File: config.mk
export PLATFORM = sky130hd
export DESIGN_NAME = complex_mixer_decimator
export DESIGN_NICKNAME = d
export VERILOG_FILES = /design/src/cmxd_pkg.sv /design/src/cmxd_front.sv /design/src/cmxd_queue.sv /design/src/cmxd_back.sv /design/src/complex_mixer_decimator.sv
export SDC_FILE = /design/constraint.sdc
export NUM_CORES = 2
export LEC_CHECK = 0
export BUFFER_PORTS_ARGS = -buffer_cell sky130_fd_sc_hd__buf_2
export CAP_MARGIN = 20
export CORE_MARGIN = 4
export CORE_UTILIZATION = 65
export CTS_BUF_LIST = sky130_fd_sc_hd__clkbuf_16
export CTS_CLUSTER_DIAMETER = 100
export CTS_CLUSTER_SIZE = 30
export DETAILED_ROUTE_END_ITERATION = 16
export PLACE_DENSITY = 0.86
export SKIP_CTS_REPAIR_TIMING = 1
export SYNTH_ARGS = -nofsm -noshare
export SYNTH_HDL_FRONTEND = slang
export SYNTH_SLANG_ARGS = --single-unit
export TNS_END_PERCENT = 100
File: constraint.sdc
create_clock -name clk -period 11.14 [get_ports clk]
set_input_delay 1.671 -clock clk [delete_from_list [all_inputs] [get_ports clk]]
set_output_delay 1.671 -clock clk [all_outputs]
set_load 0.03 [all_outputs]
File: src/cmxd_pkg.sv
// Shared types and constants for the complex mixer and decimator.
`default_nettype none

package cmxd_pkg;

  localparam int CFG_IDX_W  = 8;
  localparam int CFG_DATA_W = 32;

  localparam logic [CFG_IDX_W-1:0] CFG_MIX_ENABLE   = 8'd0;
  localparam logic [CFG_IDX_W-1:0] CFG_STEP_REAL    = 8'd1;
  localparam logic [CFG_IDX_W-1:0] CFG_STEP_IMAG    = 8'd2;
  localparam logic [CFG_IDX_W-1:0] CFG_DECIM_FACTOR = 8'd3;

  localparam logic signed [31:0] ONE_Q30 = 32'sd1073741823;

  typedef struct packed {
    logic signed [15:0] in_real;
    logic signed [15:0] in_imag;
  } in_item_t;

  typedef struct packed {
    logic signed [15:0] out_real;
    logic signed [15:0] out_imag;
  } out_item_t;

  typedef struct packed {
    in_item_t sample;
    logic     keep;
  } q_item_t;

  typedef struct packed {
    logic               mix_enable;
    logic signed [30:0] step_real;
    logic signed [30:0] step_imag;
    logic [10:0]        decim_factor;
  } cfg_t;

endpackage

`default_nettype wire

File: src/cmxd_front.sv
// Front end: accepts samples and marks each one as kept or dropped.
`default_nettype none

module cmxd_front #(
  parameter int MAX_DECIM = 1024
) (
  input  wire                 clk,
  input  wire                 rst_n,
  input  wire                 in_valid,
  output logic                in_ready,
  input  cmxd_pkg::in_item_t  in_data,
  input  wire  [10:0]         decim_factor,
  input  wire                 q_full,
  output logic                q_push,
  output cmxd_pkg::q_item_t   q_item
);
  import cmxd_pkg::*;

  localparam int KW = $clog2(MAX_DECIM);
  localparam int FW = 18;

  logic [KW-1:0] keep_count_r;
  logic [FW-1:0] count_inc;
  logic [FW-1:0] factor;
  logic [FW-1:0] factor_lim;

  assign in_ready   = !q_full;
  assign q_push     = in_valid && in_ready;
  assign count_inc  = FW'(keep_count_r) + FW'(1);
  assign factor     = FW'(decim_factor);
  assign factor_lim = (factor > FW'(MAX_DECIM)) ? FW'(MAX_DECIM) : factor;

  always_comb begin
    q_item.sample = in_data;
    q_item.keep   = (keep_count_r == '0);
  end

  always_ff @(posedge clk) begin
    if (!rst_n) begin
      keep_count_r <= '0;
    end else if (q_push) begin
      if (count_inc >= factor_lim) begin
        keep_count_r <= '0;
      end else begin
        keep_count_r <= count_inc[KW-1:0];
      end
    end
  end

endmodule

`default_nettype wire

File: src/cmxd_queue.sv
// Two-entry queue between the front end and the arithmetic back end.
`default_nettype none

module cmxd_queue (
  input  wire                clk,
  input  wire                rst_n,
  input  wire                push,
  input  cmxd_pkg::q_item_t  push_item,
  output logic               full,
  input  wire                pop,
  output logic               pop_valid,
  output cmxd_pkg::q_item_t  pop_item
);
  import cmxd_pkg::*;

  q_item_t    entry_r [2];
  logic       wr_ptr_r;
  logic       rd_ptr_r;
  logic [1:0] count_r;
  logic       do_push;
  logic       do_pop;

  assign full      = (count_r == 2'd2);
  assign pop_valid = (count_r != 2'd0);
  assign pop_item  = entry_r[rd_ptr_r];
  assign do_push   = push && !full;
  assign do_pop    = pop && pop_valid;

  always_ff @(posedge clk) begin
    if (do_push) begin
      entry_r[wr_ptr_r] <= push_item;
    end
  end

  always_ff @(posedge clk) begin
    if (!rst_n) begin
      wr_ptr_r <= 1'b0;
      rd_ptr_r <= 1'b0;
      count_r  <= 2'd0;
    end else begin
      if (do_push) begin
        wr_ptr_r <= !wr_ptr_r;
      end
      if (do_pop) begin
        rd_ptr_r <= !rd_ptr_r;
      end
      count_r <= count_r + {1'b0, do_push} - {1'b0, do_pop};
    end
  end

endmodule

`default_nettype wire

File: src/cmxd_back.sv
// Back end: mixes samples, or passes them through with mixing off, and steps the phasor on one shared multiplier.
`default_nettype none

module cmxd_back #(
  parameter int RENORM_PERIOD = 512
) (
  input  wire                 clk,
  input  wire                 rst_n,
  input  cmxd_pkg::cfg_t      cfg,
  input  wire                 q_valid,
  input  cmxd_pkg::q_item_t   q_item,
  output logic                q_pop,
  output logic                out_valid,
  input  wire                 out_ready,
  output cmxd_pkg::out_item_t out_data
);
  import cmxd_pkg::*;

  localparam int RW = $clog2(RENORM_PERIOD);

  localparam logic [3:0] S_A_PR  = 4'd0;
  localparam logic [3:0] S_B_PI  = 4'd1;
  localparam logic [3:0] S_A_PI  = 4'd2;
  localparam logic [3:0] S_B_PR  = 4'd3;
  localparam logic [3:0] S_PR_SR = 4'd4;
  localparam logic [3:0] S_PI_SI = 4'd5;
  localparam logic [3:0] S_PR_SI = 4'd6;
  localparam logic [3:0] S_PI_SR = 4'd7;
  localparam logic [3:0] S_PR_SQ = 4'd8;
  localparam logic [3:0] S_PI_SQ = 4'd9;
  localparam logic [3:0] S_GAIN  = 4'd10;
  localparam logic [3:0] S_PR_G  = 4'd11;
  localparam logic [3:0] S_PI_G  = 4'd12;
  localparam logic [3:0] S_DONE  = 4'd13;

  typedef enum logic [1:0] {IDLE, RUN, HOLD} state_t;

  state_t             state_r;
  logic [3:0]         step_r;
  logic [3:0]         tag_r;
  logic               pvalid_r;
  logic               renorm_r;
  logic [RW-1:0]      rcount_r;
  logic signed [15:0] a_r;
  logic signed [15:0] b_r;
  logic               keep_r;
  logic signed [15:0] yr_r;
  logic signed [15:0] yi_r;
  logic signed [31:0] pr_r;
  logic signed [31:0] pi_r;
  logic signed [32:0] g_r;
  logic signed [65:0] prod_r;
  logic signed [65:0] acc_r;
  logic               out_valid_r;
  out_item_t          out_r;

  logic signed [32:0] op_x;
  logic signed [32:0] op_y;
  logic signed [65:0] mul;
  logic               issue;
  logic [3:0]         end_step;
  logic signed [66:0] sum_add;
  logic signed [66:0] sum_sub;
  logic signed [66:0] sq_t;
  logic [32:0]        mag;
  logic signed [33:0] gain_w;

  function automatic logic signed [66:0] rnd30(input logic signed [66:0] v);
    rnd30 = (v + 67'sd536870912) >>> 30;
  endfunction

  function automatic logic signed [66:0] rnd31(input logic signed [66:0] v);
    rnd31 = (v + 67'sd1073741824) >>> 31;
  endfunction

  function automatic logic signed [15:0] sat16(input logic signed [66:0] v);
    if (v > 67'sd32767) begin
      sat16 = 16'sh7fff;
    end else if (v < -67'sd32768) begin
      sat16 = 16'sh8000;
    end else begin
      sat16 = v[15:0];
    end
  endfunction

  function automatic logic signed [31:0] sat32(input logic signed [66:0] v);
    if (v > 67'sd2147483647) begin
      sat32 = 32'sh7fffffff;
    end else if (v < -67'sd2147483648) begin
      sat32 = 32'sh80000000;
    end else begin
      sat32 = v[31:0];
    end
  endfunction

  assign q_pop     = (state_r == IDLE);
  assign out_valid = out_valid_r;
  assign out_data  = out_r;
  assign end_step  = renorm_r ? S_DONE : S_PR_SQ;
  assign mul       = op_x * op_y;
  assign sum_add   = {acc_r[65], acc_r} + {prod_r[65], prod_r};
  assign sum_sub   = {acc_r[65], acc_r} - {prod_r[65], prod_r};
  assign sq_t      = rnd30(sum_add);
  assign mag       = (sq_t > 67'sd4294967296) ? 33'h1_0000_0000 : sq_t[32:0];
  assign gain_w    = 34'sd3221225472 - $signed({1'b0, mag});

  always_comb begin
    issue = 1'b0;
    if (state_r == RUN) begin
      if (step_r <= S_PI_SR) begin
        issue = 1'b1;
      end else if (renorm_r && step_r <= S_PI_G && step_r != S_GAIN) begin
        issue = 1'b1;
      end
    end
  end

  always_comb begin
    op_x = '0;
    op_y = '0;
    unique case (step_r)
      S_A_PR: begin
        op_x = {{17{a_r[15]}}, a_r};
        op_y = {pr_r[31], pr_r};
      end
      S_B_PI: begin
        op_x = {{17{b_r[15]}}, b_r};
        op_y = {pi_r[31], pi_r};
      end
      S_A_PI: begin
        op_x = {{17{a_r[15]}}, a_r};
        op_y = {pi_r[31], pi_r};
      end
      S_B_PR: begin
        op_x = {{17{b_r[15]}}, b_r};
        op_y = {pr_r[31], pr_r};
      end
      S_PR_SR: begin
        op_x = {pr_r[31], pr_r};
        op_y = {{2{cfg.step_real[30]}}, cfg.step_real};
      end
      S_PI_SI: begin
        op_x = {pi_r[31], pi_r};
        op_y = {{2{cfg.step_imag[30]}}, cfg.step_imag};
      end
      S_PR_SI: begin
        op_x = {pr_r[31], pr_r};
        op_y = {{2{cfg.step_imag[30]}}, cfg.step_imag};
      end
      S_PI_SR: begin
        op_x = {pi_r[31], pi_r};
        op_y = {{2{cfg.step_real[30]}}, cfg.step_real};
      end
      S_PR_SQ: begin
        op_x = {pr_r[31], pr_r};
        op_y = {pr_r[31], pr_r};
      end
      S_PI_SQ: begin
        op_x = {pi_r[31], pi_r};
        op_y = {pi_r[31], pi_r};
      end
      S_PR_G: begin
        op_x = {pr_r[31], pr_r};
        op_y = g_r;
      end
      S_PI_G: begin
        op_x = {pi_r[31], pi_r};
        op_y = g_r;
      end
      default: begin
        op_x = '0;
        op_y = '0;
      end
    endcase
  end

  always_ff @(posedge clk) begin
    if (issue) begin
      prod_r <= mul;
    end
    tag_r <= step_r;
  end

  always_ff @(posedge clk) begin
    if (!rst_n) begin
      state_r     <= IDLE;
      step_r      <= S_A_PR;
      pvalid_r    <= 1'b0;
      renorm_r    <= 1'b0;
      rcount_r    <= '0;
      pr_r        <= ONE_Q30;
      pi_r        <= '0;
      out_valid_r <= 1'b0;
    end else begin
      pvalid_r <= issue;
      if (out_valid_r && out_ready && !(state_r == HOLD && keep_r)) begin
        out_valid_r <= 1'b0;
      end
      if (pvalid_r) begin
        unique case (tag_r) inside
          S_A_PR, S_A_PI, S_PR_SR, S_PR_SI, S_PR_SQ: acc_r <= prod_r;
          S_B_PI:  yr_r <= sat16(rnd30(sum_sub));
          S_B_PR:  yi_r <= sat16(rnd30(sum_add));
          S_PI_SI: pr_r <= sat32(rnd30(sum_sub));
          S_PI_SR: pi_r <= sat32(rnd30(sum_add));
          S_PI_SQ: g_r  <= gain_w[32:0];
          S_PR_G:  pr_r <= sat32(rnd31({prod_r[65], prod_r}));
          S_PI_G:  pi_r <= sat32(rnd31({prod_r[65], prod_r}));
          default: ;
        endcase
      end
      unique case (state_r)
        IDLE: begin
          if (q_valid) begin
            a_r    <= q_item.sample.in_real;
            b_r    <= q_item.sample.in_imag;
            keep_r <= q_item.keep;
            if (cfg.mix_enable) begin
              state_r <= RUN;
              step_r  <= S_A_PR;
              if (rcount_r == RW'(RENORM_PERIOD - 1)) begin
                renorm_r <= 1'b1;
                rcount_r <= '0;
              end else begin
                renorm_r <= 1'b0;
                rcount_r <= rcount_r + RW'(1);
              end
            end else begin
              yr_r    <= q_item.sample.in_real;
              yi_r    <= q_item.sample.in_imag;
              state_r <= HOLD;
            end
          end
        end
        RUN: begin
          step_r <= step_r + 4'd1;
          if (step_r == end_step) begin
            state_r <= HOLD;
          end
        end
        HOLD: begin
          if (!keep_r) begin
            state_r <= IDLE;
          end else if (!out_valid_r || out_ready) begin
            out_valid_r    <= 1'b1;
            out_r.out_real <= yr_r;
            out_r.out_imag <= yi_r;
            state_r        <= IDLE;
          end
        end
        default: state_r <= IDLE;
      endcase
    end
  end

endmodule

`default_nettype wire

File: src/complex_mixer_decimator.sv
// Top level of the complex mixer and decimator with its register file.
//
// Usage: samples enter on in_valid/in_ready/in_data, one complex Q1.15 item
// each. Kept results leave on out_valid/out_ready/out_data; dropped samples
// produce no item. Registers are written on cfg_valid/cfg_ready with
// cfg_index and cfg_data; cfg_ready is always high. Writes must be made
// only while the block is idle; the block itself does not enforce this.
// An accepted input passes through the queue and the back end to the output
// register; with mixing on, the back end first steps through the mixing and
// phasor-step products, and also the renormalization products on a sample
// that renormalizes the phasor. The back end takes one item at a time and
// forms every product on the single shared 33x33 multiplier.
// A two-entry queue lets the front end accept items while the back end works.
// Reset restores the register defaults, a unit phasor and cleared counters.
// When the receiver stalls, the result holds in the output register, the
// back end waits after its next result, and in_ready falls once the queue
// is full.
`default_nettype none

module complex_mixer_decimator #(
  parameter int RENORM_PERIOD = 512,
  parameter int MAX_DECIM     = 1024
) (
  input  wire                                 clk,
  input  wire                                 rst_n,
  input  wire                                 in_valid,
  output logic                                in_ready,
  input  cmxd_pkg::in_item_t                  in_data,
  output logic                                out_valid,
  input  wire                                 out_ready,
  output cmxd_pkg::out_item_t                 out_data,
  input  wire                                 cfg_valid,
  output logic                                cfg_ready,
  input  wire  [cmxd_pkg::CFG_IDX_W-1:0]      cfg_index,
  input  wire  [cmxd_pkg::CFG_DATA_W-1:0]     cfg_data
);
  import cmxd_pkg::*;

  cfg_t    cfg_r;
  logic    q_push;
  q_item_t q_push_item;
  logic    q_full;
  logic    q_pop;
  logic    q_valid;
  q_item_t q_pop_item;

  assign cfg_ready = 1'b1;

  always_ff @(posedge clk) begin
    if (!rst_n) begin
      cfg_r.mix_enable   <= 1'b0;
      cfg_r.step_real    <= ONE_Q30[30:0];
      cfg_r.step_imag    <= '0;
      cfg_r.decim_factor <= 11'd1;
    end else if (cfg_valid && cfg_ready) begin
      unique case (cfg_index)
        CFG_MIX_ENABLE:   cfg_r.mix_enable   <= cfg_data[0];
        CFG_STEP_REAL:    cfg_r.step_real    <= cfg_data[30:0];
        CFG_STEP_IMAG:    cfg_r.step_imag    <= cfg_data[30:0];
        CFG_DECIM_FACTOR: cfg_r.decim_factor <= cfg_data[10:0];
        default: ;
      endcase
    end
  end

  cmxd_front #(
    .MAX_DECIM(MAX_DECIM)
  ) u_front (
    .clk          (clk),
    .rst_n        (rst_n),
    .in_valid     (in_valid),
    .in_ready     (in_ready),
    .in_data      (in_data),
    .decim_factor (cfg_r.decim_factor),
    .q_full       (q_full),
    .q_push       (q_push),
    .q_item       (q_push_item)
  );

  cmxd_queue u_queue (
    .clk       (clk),
    .rst_n     (rst_n),
    .push      (q_push),
    .push_item (q_push_item),
    .full      (q_full),
    .pop       (q_pop),
    .pop_valid (q_valid),
    .pop_item  (q_pop_item)
  );

  cmxd_back #(
    .RENORM_PERIOD(RENORM_PERIOD)
  ) u_back (
    .clk       (clk),
    .rst_n     (rst_n),
    .cfg       (cfg_r),
    .q_valid   (q_valid),
    .q_item    (q_pop_item),
    .q_pop     (q_pop),
    .out_valid (out_valid),
    .out_ready (out_ready),
    .out_data  (out_data)
  );

endmodule

`default_nettype wire

==> flow_metrics.py <==
metrics = {
    "yosys": {
        "syn-cell-area_um2": 68100,
        "ys.flop_type": "edfxtp_1",
        "synthDistinctLibCells": 96,
        "synth_top_cell_area_share": 0.330,
        "synth_fp_nets": 9147,
        "synth_edf_count": 328,
        "synth.area.top_cells": "fa_1, edfxtp_1, ha_1",
        "synth.largest_area_cell": "fa_1",
        "synth-seq-cells": 503,
        "avgSynthCellArea_um2": 9.15,
        "synth_warnings": 0,
        "synth_cells": 7450,
        "ys_seq_area_frac": 0.196,
        "async_reset_ff_frac": 0,
    },
    "cells_and_area": {
        "seqCellArea_um2": 13400,
        "layout-drive-gt1-share": 0.0848,
        "final_util": 0.708,
        "layout_commonest_cell": "inv_1",
        "nNetsFinal": 9261,
        "synthToLayoutAreaGrowth_pct": 7.78,
        "fill_cells": 7573,
        "multi_input_area_um2": 49100,
        "mostFrequentLayoutCells": "inv_1, fa_1, nand2_1, nor2_1, ha_1",
    },
    "global_route": {
        "grt_pass1_vias": 58610,
        "antenna_found_initial": 8,
        "grt_pass1_wl_um": 334000,
        "overflow": 0,
        "grt_max_degree": 95,
        "grt_usage": 0.394,
    },
    "setup_path": {
        "cpMostUsedCell": "fa_1",
        "cp_max_fo": 39,
        "arrival_ns": 11.23,
        "worstPathRequired_ns": 11.52,
        "crit_type": "reg -> reg",
        "startpoint_type": "flip-flop",
        "path_delay_family": "adder cells",
        "cp_num_buf_inv": 7,
        "cp_slowest_cell": "o21ai_4",
        "r2r_slack_ns": 0.29,
        "critical-path-max-stage-delay_ns": 0.76,
        "crit_path_end_kind": "flip-flop",
    },
    "sta": {
        "slew_headroom": 0.278,
        "worst_hold_slack_ns": 0.393,
        "setup-violations-final": 0,
        "period_minus_slack_ns": 10.85,
        "worst_pin_slew_ns": 1.08,
        "hold_viol_final": 0,
        "fmaxAchievable_mhz": 92.2,
        "drv_slew": 0,
        "skew_ns": 0.0502,
        "period_share": 0.974,
    },
    "route": {
        "antenna_left": 0,
        "wirelength_um": 218000,
        "remaining_drc_errors": 0,
        "viasPerCell": 6.32,
        "vias": 56678,
        "drtIter0Drc": 7031,
        "dr.pass1.iters": 7,
        "wl_per_cell_um": 24.3,
    },
    "clocking": {
        "clk_pin_slew_ns": 0.12,
        "cts_tree": "yes",
        "ctsRootBufferMaster": "clkbuf_16",
        "insertion_delay_ns": 0.64,
        "clk_path_buf_depth": 3,
        "numClockSinks": 503,
        "cts_max_level": 1,
        "numCtsBuffers": 21,
    },
    "run_status": {
        "status": "finished, final reports clean",
    },
    "die": {
        "die-height_um": 332,
        "fp-row-count": 118,
        "coreArea_um2": 104000,
        "chipWidth_um": 332,
        "ios": 112,
        "die_area_um2": 110000,
        "initial_core_util": 0.657,
    },
    "worst_hold_path": {
        "hold_path_class": "reg -> reg",
    },
    "job": {
        "maxCapViolCount": 0,
    },
    "placement": {
        "dpl.hpwl_um": 175000,
        "globalplace.congestion": 1.06,
        "port_buffers": 109,
    },
}
[worst reg2reg max path, delay by kind of cell, from the launching register on]
family / cells / cell delay [ns]
adders and majority gates: 9 / 4.48
AOI/OAI and AO/OA: 13 / 3.77
buffers and inverters: 7 / 1.09
DFF: 1 / 0.61
and+or+nand+nor: 3 / 0.57
xor gates and xnor gates: 1 / 0.09
[per-layer routing]
metal	up-vias	wire, um	track usage	share of wire
met3	1016	28500	0.115	0.13
li1	24170	-	-	-
met4	4	18600	0.256	0.085
met5	-	27	0	0.00012
met2	3705	96100	0.605	0.44
met1	27783	74300	0.491	0.34
[Yosys cell counts (56+ instances only)]
cell and instances:
o21ai_0 157, dfxtp_1 175, nand3_1 126, edfxtp_1 328
a21o_1 76, clkbuf_1 316, inv_1 1307, nor3_1 56
a21oi_1 340, fa_1 1122, ha_1 498, nand4_1 62
nor2_1 799, xnor2_1 136, nand2_1 949
[stage by stage]
stage / setup TNS, ns / setup WS [ns] / area [um2] / instances
2_1_floorplan: 0 / 1.28 / 68100 / 7450
3_3_place_gp: 0 / 0.174 / 72500 / 8908
3_5_place_dp: -0.117 / -0.117 / 72500 / 8909
4_1_cts: -0.239 / -0.189 / 73100 / 8947
5_1_grt: -0.0427 / -0.0427 / 73400 / 8959
6_report: 0 / 0.291 / 73400 / 8968
[registers in the layout (all words and copies together), names as in the netlist, 4 cells and up, named ones only]
name and cells:
u_back.pr_r 32, u_back.acc_r 66, u_back.g_r 33, u_back.b_r 16
u_back.pi_r 32, u_back.rcount_r 9, u_back.a_r 16, u_back.tag_r 4
u_back.prod_r 66, u_back.out_data 32, u_back.yi_r 16, u_back.step_r 4
u_back.yr_r 16, cfg_r 74, u_front.keep_count_r 10, u_queue.entry_r 66
[worst paths after layout]
| path | from | to | cells past startpoint |
|---|---|---|---|
| setup reg to reg | u_back.step_r[2]$_SDFFE_PN0P_ | u_back.prod_r[65]$_DFFE_PP_ | 33 |
| setup / recovery | u_back.step_r[2]$_SDFFE_PN0P_ | u_back.prod_r[65]$_DFFE_PP_ | 33 |
| hold / removal | u_back.step_r[0]$_SDFFE_PN0P_ | u_back.tag_r[0]$_DFF_P_ | 0 |
| hold reg to reg | u_back.step_r[0]$_SDFFE_PN0P_ | u_back.tag_r[0]$_DFF_P_ | 0 |
[cell families (layout without fill, tap and decap cells)]
family,Yosys count,after routing,share of synthesized area
compound gates,1129,1129,0.111
xor+xnor,193,193,0.0250
fa+ha+maj,1620,1620,0.421
buf+inv,1662,1791,0.0922
flops,503,503,0.196
mux,56,56,0.00891
other cells,1,10,0.0000550
simple gates,2286,2286,0.145
[final cells by class]
class                   count  share of cell area
clock buffers              22             0.00750
well taps                1380              0.0235
flip-flops and latches    503               0.182
multi-input cells        5285               0.668
diodes                      9            0.000307
repair buffers            444              0.0506
clock inverters            16             0.00141
inverters                1309              0.0670
Power is not shown: default switching activity piles up to over one toggle a cycle in this logic, so the estimate is an artifact.
